--- config.mk ---
export PLATFORM = sky130hd
export DESIGN_NAME = utf8_to_latin1_filter
export DESIGN_NICKNAME = d
export VERILOG_FILES = /design/src/rtl/core/u2l_pkg.sv /design/src/rtl/core/u2l_fifo.sv /design/src/rtl/core/u2l_front.sv /design/src/rtl/core/u2l_back.sv /design/src/rtl/core/utf8_to_latin1_filter.sv
export SDC_FILE = /design/constraint.sdc
export NUM_CORES = 1
export LEC_CHECK = 0
export BUFFER_PORTS_ARGS = -buffer_cell sky130_fd_sc_hd__buf_2
export CAP_MARGIN = 20
export CORE_MARGIN = 2
export CORE_UTILIZATION = 30
export CTS_CLUSTER_DIAMETER = 150
export DETAILED_ROUTE_END_ITERATION = 16
export PLACE_DENSITY_LB_ADDON = 0.3
export SLEW_MARGIN = 20
export SYNTH_ARGS = -nofsm -noshare
export SYNTH_HDL_FRONTEND = slang
export SYNTH_SLANG_ARGS = --single-unit
--- constraint.sdc ---
create_clock -name clock -period 4.4 [get_ports clock]
set_input_delay 0.44 -clock clock [delete_from_list [all_inputs] [get_ports clock]]
set_output_delay 0.44 -clock clock [all_outputs]
set_load 0.02 [all_outputs]
--- src/rtl/core/u2l_pkg.sv ---
// ----------------------------------------------------------------------------
// u2l_pkg: shared types, constants and the byte classifier
// Symbol and result records shared by the request front end, the decode
// engine and the top level.
// ----------------------------------------------------------------------------
package u2l_pkg;

   localparam logic [7:0] CHAR_BSLASH = 8'h5C;
   localparam logic [7:0] CHAR_U      = 8'h75;
   localparam logic [7:0] CHAR_NUL    = 8'h00;

   localparam logic [7:0] MASK_TOP    = 8'h80;
   localparam logic [7:0] MASK_LEAD2  = 8'hE0;
   localparam logic [7:0] CODE_LEAD2  = 8'hC0;
   localparam logic [7:0] MASK_LEAD3  = 8'hF0;
   localparam logic [7:0] CODE_LEAD3  = 8'hE0;
   localparam logic [7:0] MASK_LEAD4  = 8'hF8;
   localparam logic [7:0] CODE_LEAD4  = 8'hF0;

   localparam int FRONT_DEPTH = 4;
   localparam int RSP_DEPTH   = 4;

   localparam int              CSR_ADDR_BITS     = 3;
   localparam logic            REG_IDX_MAX_CHARS = 1'b0;
   localparam logic [15:0]     MAX_CHARS_RESET   = 16'd4096;

   typedef enum logic [2:0] {
      KIND_END    = 3'd0,
      KIND_PLAIN  = 3'd1,
      KIND_BSLASH = 3'd2,
      KIND_LEAD2  = 3'd3,
      KIND_LEAD3  = 3'd4,
      KIND_LEAD4  = 3'd5,
      KIND_STRAY  = 3'd6
   } kind_type;

   typedef struct packed {
      logic [7:0] byte_val;
      kind_type   kind;
      logic       is_u;
      logic       hex_ok;
      logic [3:0] hex_val;
   } sym_type;

   typedef struct packed {
      logic [7:0]  out_char;
      logic        is_last;
      logic [15:0] char_count;
   } rsp_type;

   function automatic sym_type classify(input logic [7:0] b, input logic eot);
      sym_type    s;
      logic [7:0] d;
      d          = 8'h00;
      s.byte_val = b;
      s.is_u     = (b == CHAR_U);
      s.hex_ok   = 1'b0;
      if (b >= 8'h30 && b <= 8'h39) begin
         s.hex_ok = 1'b1;
         d        = b - 8'h30;
      end else if (b >= 8'h61 && b <= 8'h66) begin
         s.hex_ok = 1'b1;
         d        = b - 8'h57;
      end else if (b >= 8'h41 && b <= 8'h46) begin
         s.hex_ok = 1'b1;
         d        = b - 8'h37;
      end
      s.hex_val = d[3:0];
      priority if (eot || b == CHAR_NUL) begin
         s.kind = KIND_END;
      end else if ((b & MASK_TOP) == 8'h00) begin
         s.kind = (b == CHAR_BSLASH) ? KIND_BSLASH : KIND_PLAIN;
      end else if ((b & MASK_LEAD2) == CODE_LEAD2) begin
         s.kind = KIND_LEAD2;
      end else if ((b & MASK_LEAD3) == CODE_LEAD3) begin
         s.kind = KIND_LEAD3;
      end else if ((b & MASK_LEAD4) == CODE_LEAD4) begin
         s.kind = KIND_LEAD4;
      end else begin
         s.kind = KIND_STRAY;
      end
      return s;
   endfunction

endpackage

--- src/rtl/core/u2l_fifo.sv ---
// ----------------------------------------------------------------------------
// u2l_fifo: small register queue
// First-in first-out queue in flip-flops with show-ahead read data.
// ----------------------------------------------------------------------------
module u2l_fifo #(
   parameter int WIDTH = 8,
   parameter int DEPTH = 4
) (
   input  logic             clock,
   input  logic             reset,
   input  logic             wr_en,
   input  logic [WIDTH-1:0] wr_data,
   output logic             full,
   input  logic             rd_en,
   output logic [WIDTH-1:0] rd_data,
   output logic             empty
);

   localparam int PTR_BITS = (DEPTH > 1) ? $clog2(DEPTH) : 1;
   localparam int CNT_BITS = $clog2(DEPTH + 1);

   logic [WIDTH-1:0]    mem_ff [DEPTH];
   logic [PTR_BITS-1:0] wr_ptr_ff, wr_ptr_in;
   logic [PTR_BITS-1:0] rd_ptr_ff, rd_ptr_in;
   logic [CNT_BITS-1:0] cnt_ff, cnt_in;
   logic                wr_ok, rd_ok;

   assign full    = (cnt_ff == CNT_BITS'(DEPTH));
   assign empty   = (cnt_ff == '0);
   assign wr_ok   = wr_en && !full;
   assign rd_ok   = rd_en && !empty;
   assign rd_data = mem_ff[rd_ptr_ff];

   always_comb begin
      wr_ptr_in = wr_ptr_ff;
      rd_ptr_in = rd_ptr_ff;
      if (wr_ok) begin
         wr_ptr_in = (wr_ptr_ff == PTR_BITS'(DEPTH - 1)) ? '0 : wr_ptr_ff + 1'b1;
      end
      if (rd_ok) begin
         rd_ptr_in = (rd_ptr_ff == PTR_BITS'(DEPTH - 1)) ? '0 : rd_ptr_ff + 1'b1;
      end
      unique case ({wr_ok, rd_ok})
         2'b10:   cnt_in = cnt_ff + 1'b1;
         2'b01:   cnt_in = cnt_ff - 1'b1;
         default: cnt_in = cnt_ff;
      endcase
   end

   always_ff @(posedge clock) begin
      if (reset) begin
         wr_ptr_ff <= '0;
         rd_ptr_ff <= '0;
         cnt_ff    <= '0;
      end else begin
         wr_ptr_ff <= wr_ptr_in;
         rd_ptr_ff <= rd_ptr_in;
         cnt_ff    <= cnt_in;
      end
   end

   always_ff @(posedge clock) begin
      if (wr_ok) begin
         mem_ff[wr_ptr_ff] <= wr_data;
      end
   end

endmodule

--- src/rtl/core/u2l_front.sv ---
// ----------------------------------------------------------------------------
// u2l_front: request front end
// Classifies each accepted request byte and queues it for the decode engine.
// ----------------------------------------------------------------------------
module u2l_front (
   input  logic              clock,
   input  logic              reset,
   input  logic              push,
   output logic              full,
   input  logic [7:0]        in_byte,
   input  logic              end_of_text,
   input  logic              head_pop,
   output logic              head_valid,
   output u2l_pkg::sym_type  head
);
   import u2l_pkg::*;

   sym_type          sym_new;
   logic             q_empty;
   logic [$bits(sym_type)-1:0] q_rd;

   assign sym_new = classify(in_byte, end_of_text);

   u2l_fifo #(
      .WIDTH ($bits(sym_type)),
      .DEPTH (FRONT_DEPTH)
   ) u_queue (
      .clock   (clock),
      .reset   (reset),
      .wr_en   (push),
      .wr_data (sym_new),
      .full    (full),
      .rd_en   (head_pop),
      .rd_data (q_rd),
      .empty   (q_empty)
   );

   assign head       = sym_type'(q_rd);
   assign head_valid = !q_empty;

endmodule

--- src/rtl/core/u2l_back.sv ---
// ----------------------------------------------------------------------------
// u2l_back: decode engine
// Runs the escape / UTF-8 decoder on one symbol, giving at most one result, per
// cycle unless the result queue is full; replays partial escape bytes at text end.
// ----------------------------------------------------------------------------
module u2l_back #(
   parameter int COUNT_BITS = 16
) (
   input  logic              clock,
   input  logic              reset,
   input  logic [15:0]       max_chars,
   input  logic              sym_valid,
   input  u2l_pkg::sym_type  sym,
   output logic              sym_pop,
   input  logic              res_full,
   output logic              res_push,
   output u2l_pkg::rsp_type  res
);
   import u2l_pkg::*;

   localparam int CMP_BITS = (COUNT_BITS > 16) ? COUNT_BITS : 16;

   typedef enum logic [5:0] {
      MODE_IDLE    = 6'b000001,
      MODE_LEAD2   = 6'b000010,
      MODE_SKIP    = 6'b000100,
      MODE_BSLASH  = 6'b001000,
      MODE_DIGITS  = 6'b010000,
      MODE_FLUSH_U = 6'b100000
   } mode_type;

   mode_type              mode_ff, mode_in;
   logic [4:0]            lead_ff, lead_in;
   logic [1:0]            skip_ff, skip_in;
   logic [7:0]            raw_ff [3];
   logic [7:0]            raw_in [3];
   logic [1:0]            seen_ff, seen_in;
   logic [15:0]           accum_ff, accum_in;
   logic                  open_ff, open_in;
   logic [COUNT_BITS-1:0] count_ff, count_in;
   logic [7:0]            rep_buf_ff [3];
   logic [7:0]            rep_buf_in [3];
   logic [1:0]            rep_left_ff, rep_left_in;
   logic [1:0]            rep_idx_ff, rep_idx_in;

   sym_type               cur;
   logic                  from_replay;
   logic                  step;
   logic                  consume;
   logic                  do_emit;
   logic [7:0]            emit_ch;
   logic                  term;
   logic                  room;
   logic [COUNT_BITS-1:0] count_inc;
   logic [CMP_BITS-1:0]   count_ext, count_inc_ext;
   logic [15:0]           accum_new;
   logic [10:0]           code_point;

   assign from_replay = (rep_left_ff != 2'd0);
   assign cur         = from_replay ? classify(rep_buf_ff[rep_idx_ff], 1'b0) : sym;
   assign step        = (from_replay || sym_valid) && !res_full;

   assign count_inc     = (count_ff == '1) ? count_ff : count_ff + 1'b1;
   assign count_ext     = CMP_BITS'(count_ff);
   assign count_inc_ext = CMP_BITS'(count_inc);
   assign room          = (count_ext < CMP_BITS'(max_chars));

   assign accum_new  = (open_ff && cur.hex_ok) ? {accum_ff[11:0], cur.hex_val} : accum_ff;
   assign code_point = {lead_ff, cur.byte_val[5:0]};

   always_comb begin
      mode_in     = mode_ff;
      lead_in     = lead_ff;
      skip_in     = skip_ff;
      raw_in      = raw_ff;
      seen_in     = seen_ff;
      accum_in    = accum_ff;
      open_in     = open_ff;
      rep_buf_in  = rep_buf_ff;
      rep_left_in = rep_left_ff;
      rep_idx_in  = rep_idx_ff;
      consume     = 1'b0;
      do_emit     = 1'b0;
      emit_ch     = cur.byte_val;
      term        = 1'b0;

      if (step) begin
         unique case (mode_ff)
            MODE_IDLE: begin
               if (cur.kind == KIND_END) begin
                  term    = 1'b1;
                  consume = 1'b1;
               end else begin
                  consume = 1'b1;
                  unique case (cur.kind)
                     KIND_PLAIN:  do_emit = 1'b1;
                     KIND_BSLASH: mode_in = MODE_BSLASH;
                     KIND_LEAD2: begin
                        lead_in = cur.byte_val[4:0];
                        mode_in = MODE_LEAD2;
                     end
                     KIND_LEAD3: begin
                        skip_in = 2'd2;
                        mode_in = MODE_SKIP;
                     end
                     KIND_LEAD4: begin
                        skip_in = 2'd3;
                        mode_in = MODE_SKIP;
                     end
                     default: ;
                  endcase
               end
            end
            MODE_LEAD2: begin
               consume = 1'b1;
               if (cur.kind == KIND_END) begin
                  term = 1'b1;
               end else begin
                  mode_in = MODE_IDLE;
                  lead_in = 5'd0;
                  // code points of 256 and up are dropped uncounted
                  do_emit = (code_point[10:8] == 3'd0);
                  emit_ch = code_point[7:0];
               end
            end
            MODE_SKIP: begin
               consume = 1'b1;
               if (cur.kind == KIND_END) begin
                  term = 1'b1;
               end else begin
                  skip_in = skip_ff - 1'b1;
                  if (skip_ff == 2'd1) begin
                     mode_in = MODE_IDLE;
                  end
               end
            end
            MODE_BSLASH: begin
               if (cur.kind != KIND_END && cur.is_u) begin
                  consume  = 1'b1;
                  mode_in  = MODE_DIGITS;
                  seen_in  = 2'd0;
                  accum_in = 16'd0;
                  open_in  = 1'b1;
               end else begin
                  // literal backslash; the symbol is left in place and decoded again
                  do_emit = 1'b1;
                  emit_ch = CHAR_BSLASH;
                  mode_in = MODE_IDLE;
               end
            end
            MODE_DIGITS: begin
               if (cur.kind == KIND_END) begin
                  do_emit = 1'b1;
                  emit_ch = CHAR_BSLASH;
                  mode_in = MODE_FLUSH_U;
               end else begin
                  consume  = 1'b1;
                  accum_in = accum_new;
                  if (!(open_ff && cur.hex_ok)) begin
                     open_in = 1'b0;
                  end
                  if (seen_ff == 2'd3) begin
                     mode_in = MODE_IDLE;
                     seen_in = 2'd0;
                     do_emit = (accum_new < 16'd128);
                     emit_ch = accum_new[7:0];
                  end else begin
                     raw_in[seen_ff] = cur.byte_val;
                     seen_in         = seen_ff + 1'b1;
                  end
               end
            end
            MODE_FLUSH_U: begin
               // emit the 'u', then replay the collected escape bytes
               do_emit     = 1'b1;
               emit_ch     = CHAR_U;
               mode_in     = MODE_IDLE;
               rep_buf_in  = raw_ff;
               rep_left_in = seen_ff;
               rep_idx_in  = 2'd0;
               seen_in     = 2'd0;
            end
            default: mode_in = MODE_IDLE;
         endcase

         if (consume && from_replay) begin
            rep_idx_in  = rep_idx_ff + 1'b1;
            rep_left_in = rep_left_ff - 1'b1;
         end

         if (term) begin
            mode_in  = MODE_IDLE;
            lead_in  = 5'd0;
            skip_in  = 2'd0;
            seen_in  = 2'd0;
            accum_in = 16'd0;
            open_in  = 1'b1;
         end
      end
   end

   always_comb begin
      count_in = count_ff;
      if (step && term) begin
         count_in = '0;
      end else if (step && do_emit) begin
         count_in = count_inc;
      end
   end

   assign sym_pop  = step && consume && !from_replay;
   assign res_push = step && (term || (do_emit && room));

   always_comb begin
      res.out_char   = term ? CHAR_NUL : emit_ch;
      res.is_last    = term;
      res.char_count = term ? count_ext[15:0] : count_inc_ext[15:0];
   end

   always_ff @(posedge clock) begin
      if (reset) begin
         mode_ff     <= MODE_IDLE;
         lead_ff     <= 5'd0;
         skip_ff     <= 2'd0;
         seen_ff     <= 2'd0;
         accum_ff    <= 16'd0;
         open_ff     <= 1'b1;
         count_ff    <= '0;
         rep_left_ff <= 2'd0;
         rep_idx_ff  <= 2'd0;
      end else begin
         mode_ff     <= mode_in;
         lead_ff     <= lead_in;
         skip_ff     <= skip_in;
         seen_ff     <= seen_in;
         accum_ff    <= accum_in;
         open_ff     <= open_in;
         count_ff    <= count_in;
         rep_left_ff <= rep_left_in;
         rep_idx_ff  <= rep_idx_in;
      end
   end

   always_ff @(posedge clock) begin
      raw_ff     <= raw_in;
      rep_buf_ff <= rep_buf_in;
   end

   // the 'u' flush step only runs with the end-of-text request still at the head
   a_flush_at_end: assert property (@(posedge clock) disable iff (reset)
      mode_ff == MODE_FLUSH_U |-> rep_left_ff == 2'd0 && sym_valid && sym.kind == KIND_END)
      else $error("u flush without pending end of text");

   a_replay_bounds: assert property (@(posedge clock) disable iff (reset)
      rep_left_ff != 2'd0 |-> ({1'b0, rep_idx_ff} + {1'b0, rep_left_ff}) <= 3'd3)
      else $error("replay index out of range");

   a_no_push_full: assert property (@(posedge clock) disable iff (reset)
      res_push |-> !res_full)
      else $error("result pushed into full queue");

   a_term_clears: assert property (@(posedge clock) disable iff (reset)
      step && term |=> count_ff == '0 && mode_ff == MODE_IDLE && open_ff && rep_left_ff == 2'd0)
      else $error("state not cleared after terminator");

   a_pop_valid: assert property (@(posedge clock) disable iff (reset)
      sym_pop |-> sym_valid && !from_replay)
      else $error("front queue popped while empty or replaying");

endmodule

--- src/rtl/core/utf8_to_latin1_filter.sv ---
// ----------------------------------------------------------------------------
// utf8_to_latin1_filter: byte stream to 8-bit text filter
// Front end queue, decode engine, result queue and the register port.
// ----------------------------------------------------------------------------
// A request carries one text byte, or marks end of text (end_of_text high or
// a zero byte). ASCII passes through, a two-byte UTF-8 sequence gives its code
// point when below 256, longer sequences and stray bytes vanish, and a
// backslash-u escape with four following bytes gives its hex value when below
// 128. The end-of-text request flushes a partial escape as literal bytes and
// yields a terminator result with the total count. Requests go one per cycle
// into a four-deep queue while it is not full; the decode engine retires one
// symbol and produces at most one result per cycle while the result queue
// is not full. The byte after a backslash not followed by 'u' is decoded
// again. At end of text a pending backslash is emitted first; a partial
// backslash-u escape yields its backslash, its 'u' and a replay of the
// collected bytes (again if they leave another escape open). Results wait
// in a four-deep queue. max_chars lies at byte address 0 of the register port.
// ----------------------------------------------------------------------------
module utf8_to_latin1_filter #(
   parameter int COUNT_BITS = 16
) (
   input  logic        clock,
   input  logic        reset,
   // request channel
   input  logic        push,
   output logic        full,
   input  logic [7:0]  req_in_byte,
   input  logic        req_end_of_text,
   // result channel
   output logic        empty,
   input  logic        pop,
   output logic [7:0]  rsp_out_char,
   output logic        rsp_is_last,
   output logic [15:0] rsp_char_count,
   // register port
   input  logic        psel,
   input  logic        penable,
   input  logic        pwrite,
   input  logic [u2l_pkg::CSR_ADDR_BITS-1:0] paddr,
   input  logic [31:0] pwdata,
   output logic [31:0] prdata,
   output logic        pready
);
   import u2l_pkg::*;

   logic [15:0] max_chars_ff, max_chars_in;
   logic        reg_idx;
   logic        head_valid, head_pop;
   sym_type     head;
   logic        res_full, res_push;
   rsp_type     res, rsp_head;
   logic [$bits(rsp_type)-1:0] rsp_rd;

   assign pready  = 1'b1;
   assign reg_idx = paddr[2];

   always_comb begin
      max_chars_in = max_chars_ff;
      if (psel && penable && pwrite && pready && reg_idx == REG_IDX_MAX_CHARS) begin
         max_chars_in = pwdata[15:0];
      end
   end

   assign prdata = (reg_idx == REG_IDX_MAX_CHARS) ? {16'd0, max_chars_ff} : 32'd0;

   always_ff @(posedge clock) begin
      if (reset) begin
         max_chars_ff <= MAX_CHARS_RESET;
      end else begin
         max_chars_ff <= max_chars_in;
      end
   end

   u2l_front u_front (
      .clock       (clock),
      .reset       (reset),
      .push        (push),
      .full        (full),
      .in_byte     (req_in_byte),
      .end_of_text (req_end_of_text),
      .head_pop    (head_pop),
      .head_valid  (head_valid),
      .head        (head)
   );

   u2l_back #(
      .COUNT_BITS (COUNT_BITS)
   ) u_back (
      .clock     (clock),
      .reset     (reset),
      .max_chars (max_chars_ff),
      .sym_valid (head_valid),
      .sym       (head),
      .sym_pop   (head_pop),
      .res_full  (res_full),
      .res_push  (res_push),
      .res       (res)
   );

   u2l_fifo #(
      .WIDTH ($bits(rsp_type)),
      .DEPTH (RSP_DEPTH)
   ) u_rsp_queue (
      .clock   (clock),
      .reset   (reset),
      .wr_en   (res_push),
      .wr_data (res),
      .full    (res_full),
      .rd_en   (pop),
      .rd_data (rsp_rd),
      .empty   (empty)
   );

   assign rsp_head       = rsp_type'(rsp_rd);
   assign rsp_out_char   = rsp_head.out_char;
   assign rsp_is_last    = rsp_head.is_last;
   assign rsp_char_count = rsp_head.char_count;

endmodule
==> flow_summary_export.csv <==
group,metric,value,unit
status,outcome,"complete, no violations",
sta,worstMarginPinSlew,1.02,ns
hold_path,hp-class,"input port to register",
job,cap_violations,0,
floorplanning,core_area,45600,µm²
placed_design,hpwl,21.7,mm
routing,vias_per_cell,4.91,
global_route,grt_first_pass_wirelength,49.4,mm
yosys,async_flop_share,0,%
routing,drt-pass1-iter-count,7,
clocking,clkLatencyLatePin,0.54,ns
placed_design,placedCellCount,1786,
sta,skew,0.0115,ns
routing,wl,31.8,mm
hold_path,whs_endpoint,"max_chars_ff[12]",
yosys,synth_area_leaders,"edfxtp_1 47%, dfxtp_1 12%, mux4_2 6.8%, ha_1 4.0%, nand2_1 2.6%",
yosys,synthDistinctLibCells,80,
yosys,yosys_warnings,0,
power,leakagePower,5.92,nW
finish,area_growth_syn_to_layout,18.9,%
routing,post-route-drc-count,0,
floorplanning,num_rows,78,
yosys,synth_seq_area_share,58.9,%
finish,fin_util,36.4,%
routing,ant_nets,0,
power,power_density,623,nW/µm²
setup_path,worstPathArrival,4.68,ns
routing,drt-wirelength-per-cell,17.1,µm
hold_path,min_path_cells,2,
floorplanning,dieArea,48200,µm²
yosys,ys_ff_latch,302,
setup_path,rr_endpoint,"u_rsp_queue.cnt_ff[2]",
global_route,grt.total_usage,13.2,%
setup_path,path_max_fanout,6,
clocking,clockRootBuffer,"clkbuf_16",
clocking,cts.sinks,302,
finish,drive_gt1_share,21.7,%
hold_path,min_from,"pwdata[12]",
floorplanning,start_util,30.6,%
power,ir_worst_vdd,0.000314,V
sta,slew_headroom,32.2,%
sta,period_needed,4.22,ns
yosys,synth_top_cell_area_share,46.5,%
clocking,cts_hold_buf,0,
finish,layout_commonest_cell,"edfxtp_1",
clocking,numCtsBuffers,34,
setup_path,crit_type,"register to register",
setup_path,required,4.86,ns
finish,nNetsFinal,1324,
yosys,syn_area_per_cell,12.6,µm²
sta,finalCritPeriodShare,95.9,%
sta,final_hold_viol_count,0,
yosys,ys.flop_type,"edfxtp_1",
global_route,grt_overflow_total,0,
yosys,synth_top_area_cell,"edfxtp_1",
placed_design,gp_congestion,0.855,
setup_path,crit_path_start_kind,"register",
setup_path,ff2ff_setup_slack,0.18,ns
sta,fin_ws,0.180,ns
power,p_total,10.3,mW
global_route,antenna_found_initial,0,
yosys,synth_cells,1110,
setup_path,reg2reg_from,"u_back.rep_idx_ff[1]",
finish,num_antenna_cells,0,
global_route,grt_max_degree,33,
yosys,synth_edf_count,216,
clocking,clockBufferDepth,3,
clocking,path_clk_slew,0.06,ns
finish,final_cells,1853,
yosys,netlist_area,13900,µm²
floorplanning,io-pin-count,111,
setup_path,reg2regPathDepth,18,
sta,slew_violations,0,
clocking,cts_tree,"yes",
global_route,grt_pass1_vias,8858,
finish,layout_common_cells,"216 x edfxtp_1, 97 x nand2_1, 84 x dfxtp_1",
sta,finalSetupViolCount,0,
floorplanning,die_height,220,µm
clocking,htreeDepth,2,
placed_design,pre_cts_slack,-0.106,ns
routing,drt-initial-drc-count,482,
sta,timing.fmax,237,MHz
placed_design,port_buffers,75,
routing,via_count,9096,
floorplanning,fp.dieW,220,µm
setup_path,worstSetupEndpointType,"register",
==> cells by family after synthesis <==
family / count (synthesis) / share of synthesized area [%]
adders and majority gates: 46 / 4.24
other: 2 / 0.0539
AOI/OAI and AO/OA: 220 / 11.3
muxes: 72 / 8.99
buffers and inverters: 121 / 3.86
xor gates and xnor gates: 16 / 1.01
and+or+nand+nor: 331 / 11.6
DFF: 302 / 58.9
==> flip-flops by register name (all words and copies together), names as in the netlist, named ones only <==
register,flops
u_back.mode_ff,6
u_rsp_queue.wr_ptr_ff,2
u_back.rep_left_ff,2
u_front.u_queue.cnt_ff,3
u_front.u_queue.rd_ptr_ff,2
u_back.rep_buf_ff,24
u_back.seen_ff,2
u_rsp_queue.cnt_ff,3
u_back.raw_ff,24
u_front.u_queue.mem_ff,68
u_back.open_ff,1
u_rsp_queue.mem_ff,100
max_chars_ff,16
u_back.count_ext,16
u_front.u_queue.wr_ptr_ff,2
u_back.accum_ff,16
u_back.lead_ff,5
u_rsp_queue.rd_ptr_ff,2
u_back.rep_idx_ff,2
u_back.skip_ff,2
==> worst max-delay path by stage <==
stage / startpoint / endpoint / slack, ns
global placement: u_back.rep_idx_ff[1] / u_rsp_queue.cnt_ff[2] / -0.003
finish: u_back.rep_idx_ff[1] / u_rsp_queue.cnt_ff[2] / 0.18
global route: u_back.rep_idx_ff[0] / u_front.u_queue.cnt_ff[2] / -0.03
floorplan: u_back.rep_idx_ff[0] / u_rsp_queue.mem_ff[0][0] / -0.20
detailed placement: u_back.rep_idx_ff[1] / u_rsp_queue.cnt_ff[2] / -0.11
CTS: u_back.rep_idx_ff[1] / u_rsp_queue.cnt_ff[2] / 0.0007
==> stage by stage <==
step,hold slack [ns],setup TNS (ns),area [µm²]
after global placement,0.401,-0.00335,15300
after CTS,0.0786,0,16400
after global routing,0.0948,-0.0386,16600
final,0.113,0,16600
after floorplan,0.400,-19.50,14000
after detailed placement,0.405,-0.106,15300
==> area by class of cell <==
cell class	count	area [µm²]
clock buffer	51	996
clock inverter	11	131
fill	4400	29000
inverter	53	199
multi-input combinational	702	5410
sequential	302	8210
tap	600	751
timing repair buffer	134	872
==> synth_stat cells, types with 7 or more instances <==
| master | count |
|---|---|
| xor2_1 | 12 |
| mux2i_1 | 25 |
| inv_1 | 53 |
| nand4_1 | 9 |
| and2_1 | 10 |
| a22o_1 | 14 |
| ha_1 | 44 |
| nand2b_1 | 14 |
| o21ai_0 | 40 |
| a21oi_1 | 69 |
| nand2_1 | 97 |
| nand3_1 | 23 |
| clkbuf_1 | 39 |
| o21ai_1 | 7 |
| edfxtp_1 | 216 |
| a2bb2oi_2 | 7 |
| buf_4 | 17 |
| or4_1 | 7 |
| dfxtp_1 | 86 |
| mux4_2 | 42 |
| nor2_1 | 82 |
| nor2b_1 | 7 |
| and3_1 | 13 |
| a31oi_1 | 11 |
| nor3_1 | 22 |
| or3_1 | 15 |
==> critical path, stage by stage, from the launching register on <==
cell and delay, ns:
dfxtp_4 0.37, and2b_4 0.30, buf_4 0.17, a2bb2oi_2 0.11, buf_4 0.15, buf_4 0.14, o41a_1 0.45, o311ai_4 0.27
buf_4 0.17, a21oi_1 0.04, a2bb2oi_1 0.19, o31ai_4 0.30, o21a_1 0.17, ha_1 0.19, inv_1 0.08, fa_1 0.43
xor2_1 0.15, or3_1 0.31, a21oi_1 0.14
==> metal layers <==
layer	vias up	wire, µm	part of all wire, %	global-route usage, %
li1	4391	-	-	-
met1	4466	15000	47	18.2
met2	194	14900	47	21.0
met3	45	1280	4.0	2.42
met4	0	625	2.0	3.96
met5	-	0	0	0
==> repair_timing <==
item | 4_1_cts | 5_1_grt
setup buffers | 0 | 5
resized for setup | 4 | 18
pin swaps | 0 | 0
setup endpoints to repair | 1 | 7
endpoints found under the hold margin | 0 | 0
==> report_power, final <==
group	switching, mW	leakage [nW]	internal (mW)
clock	1.14	0.544	1.70
sequential	0.175	2.69	3.56
combinational	2.30	2.69	1.45
total	3.61	5.92	6.70
Power figures use the tool's default switching activity.
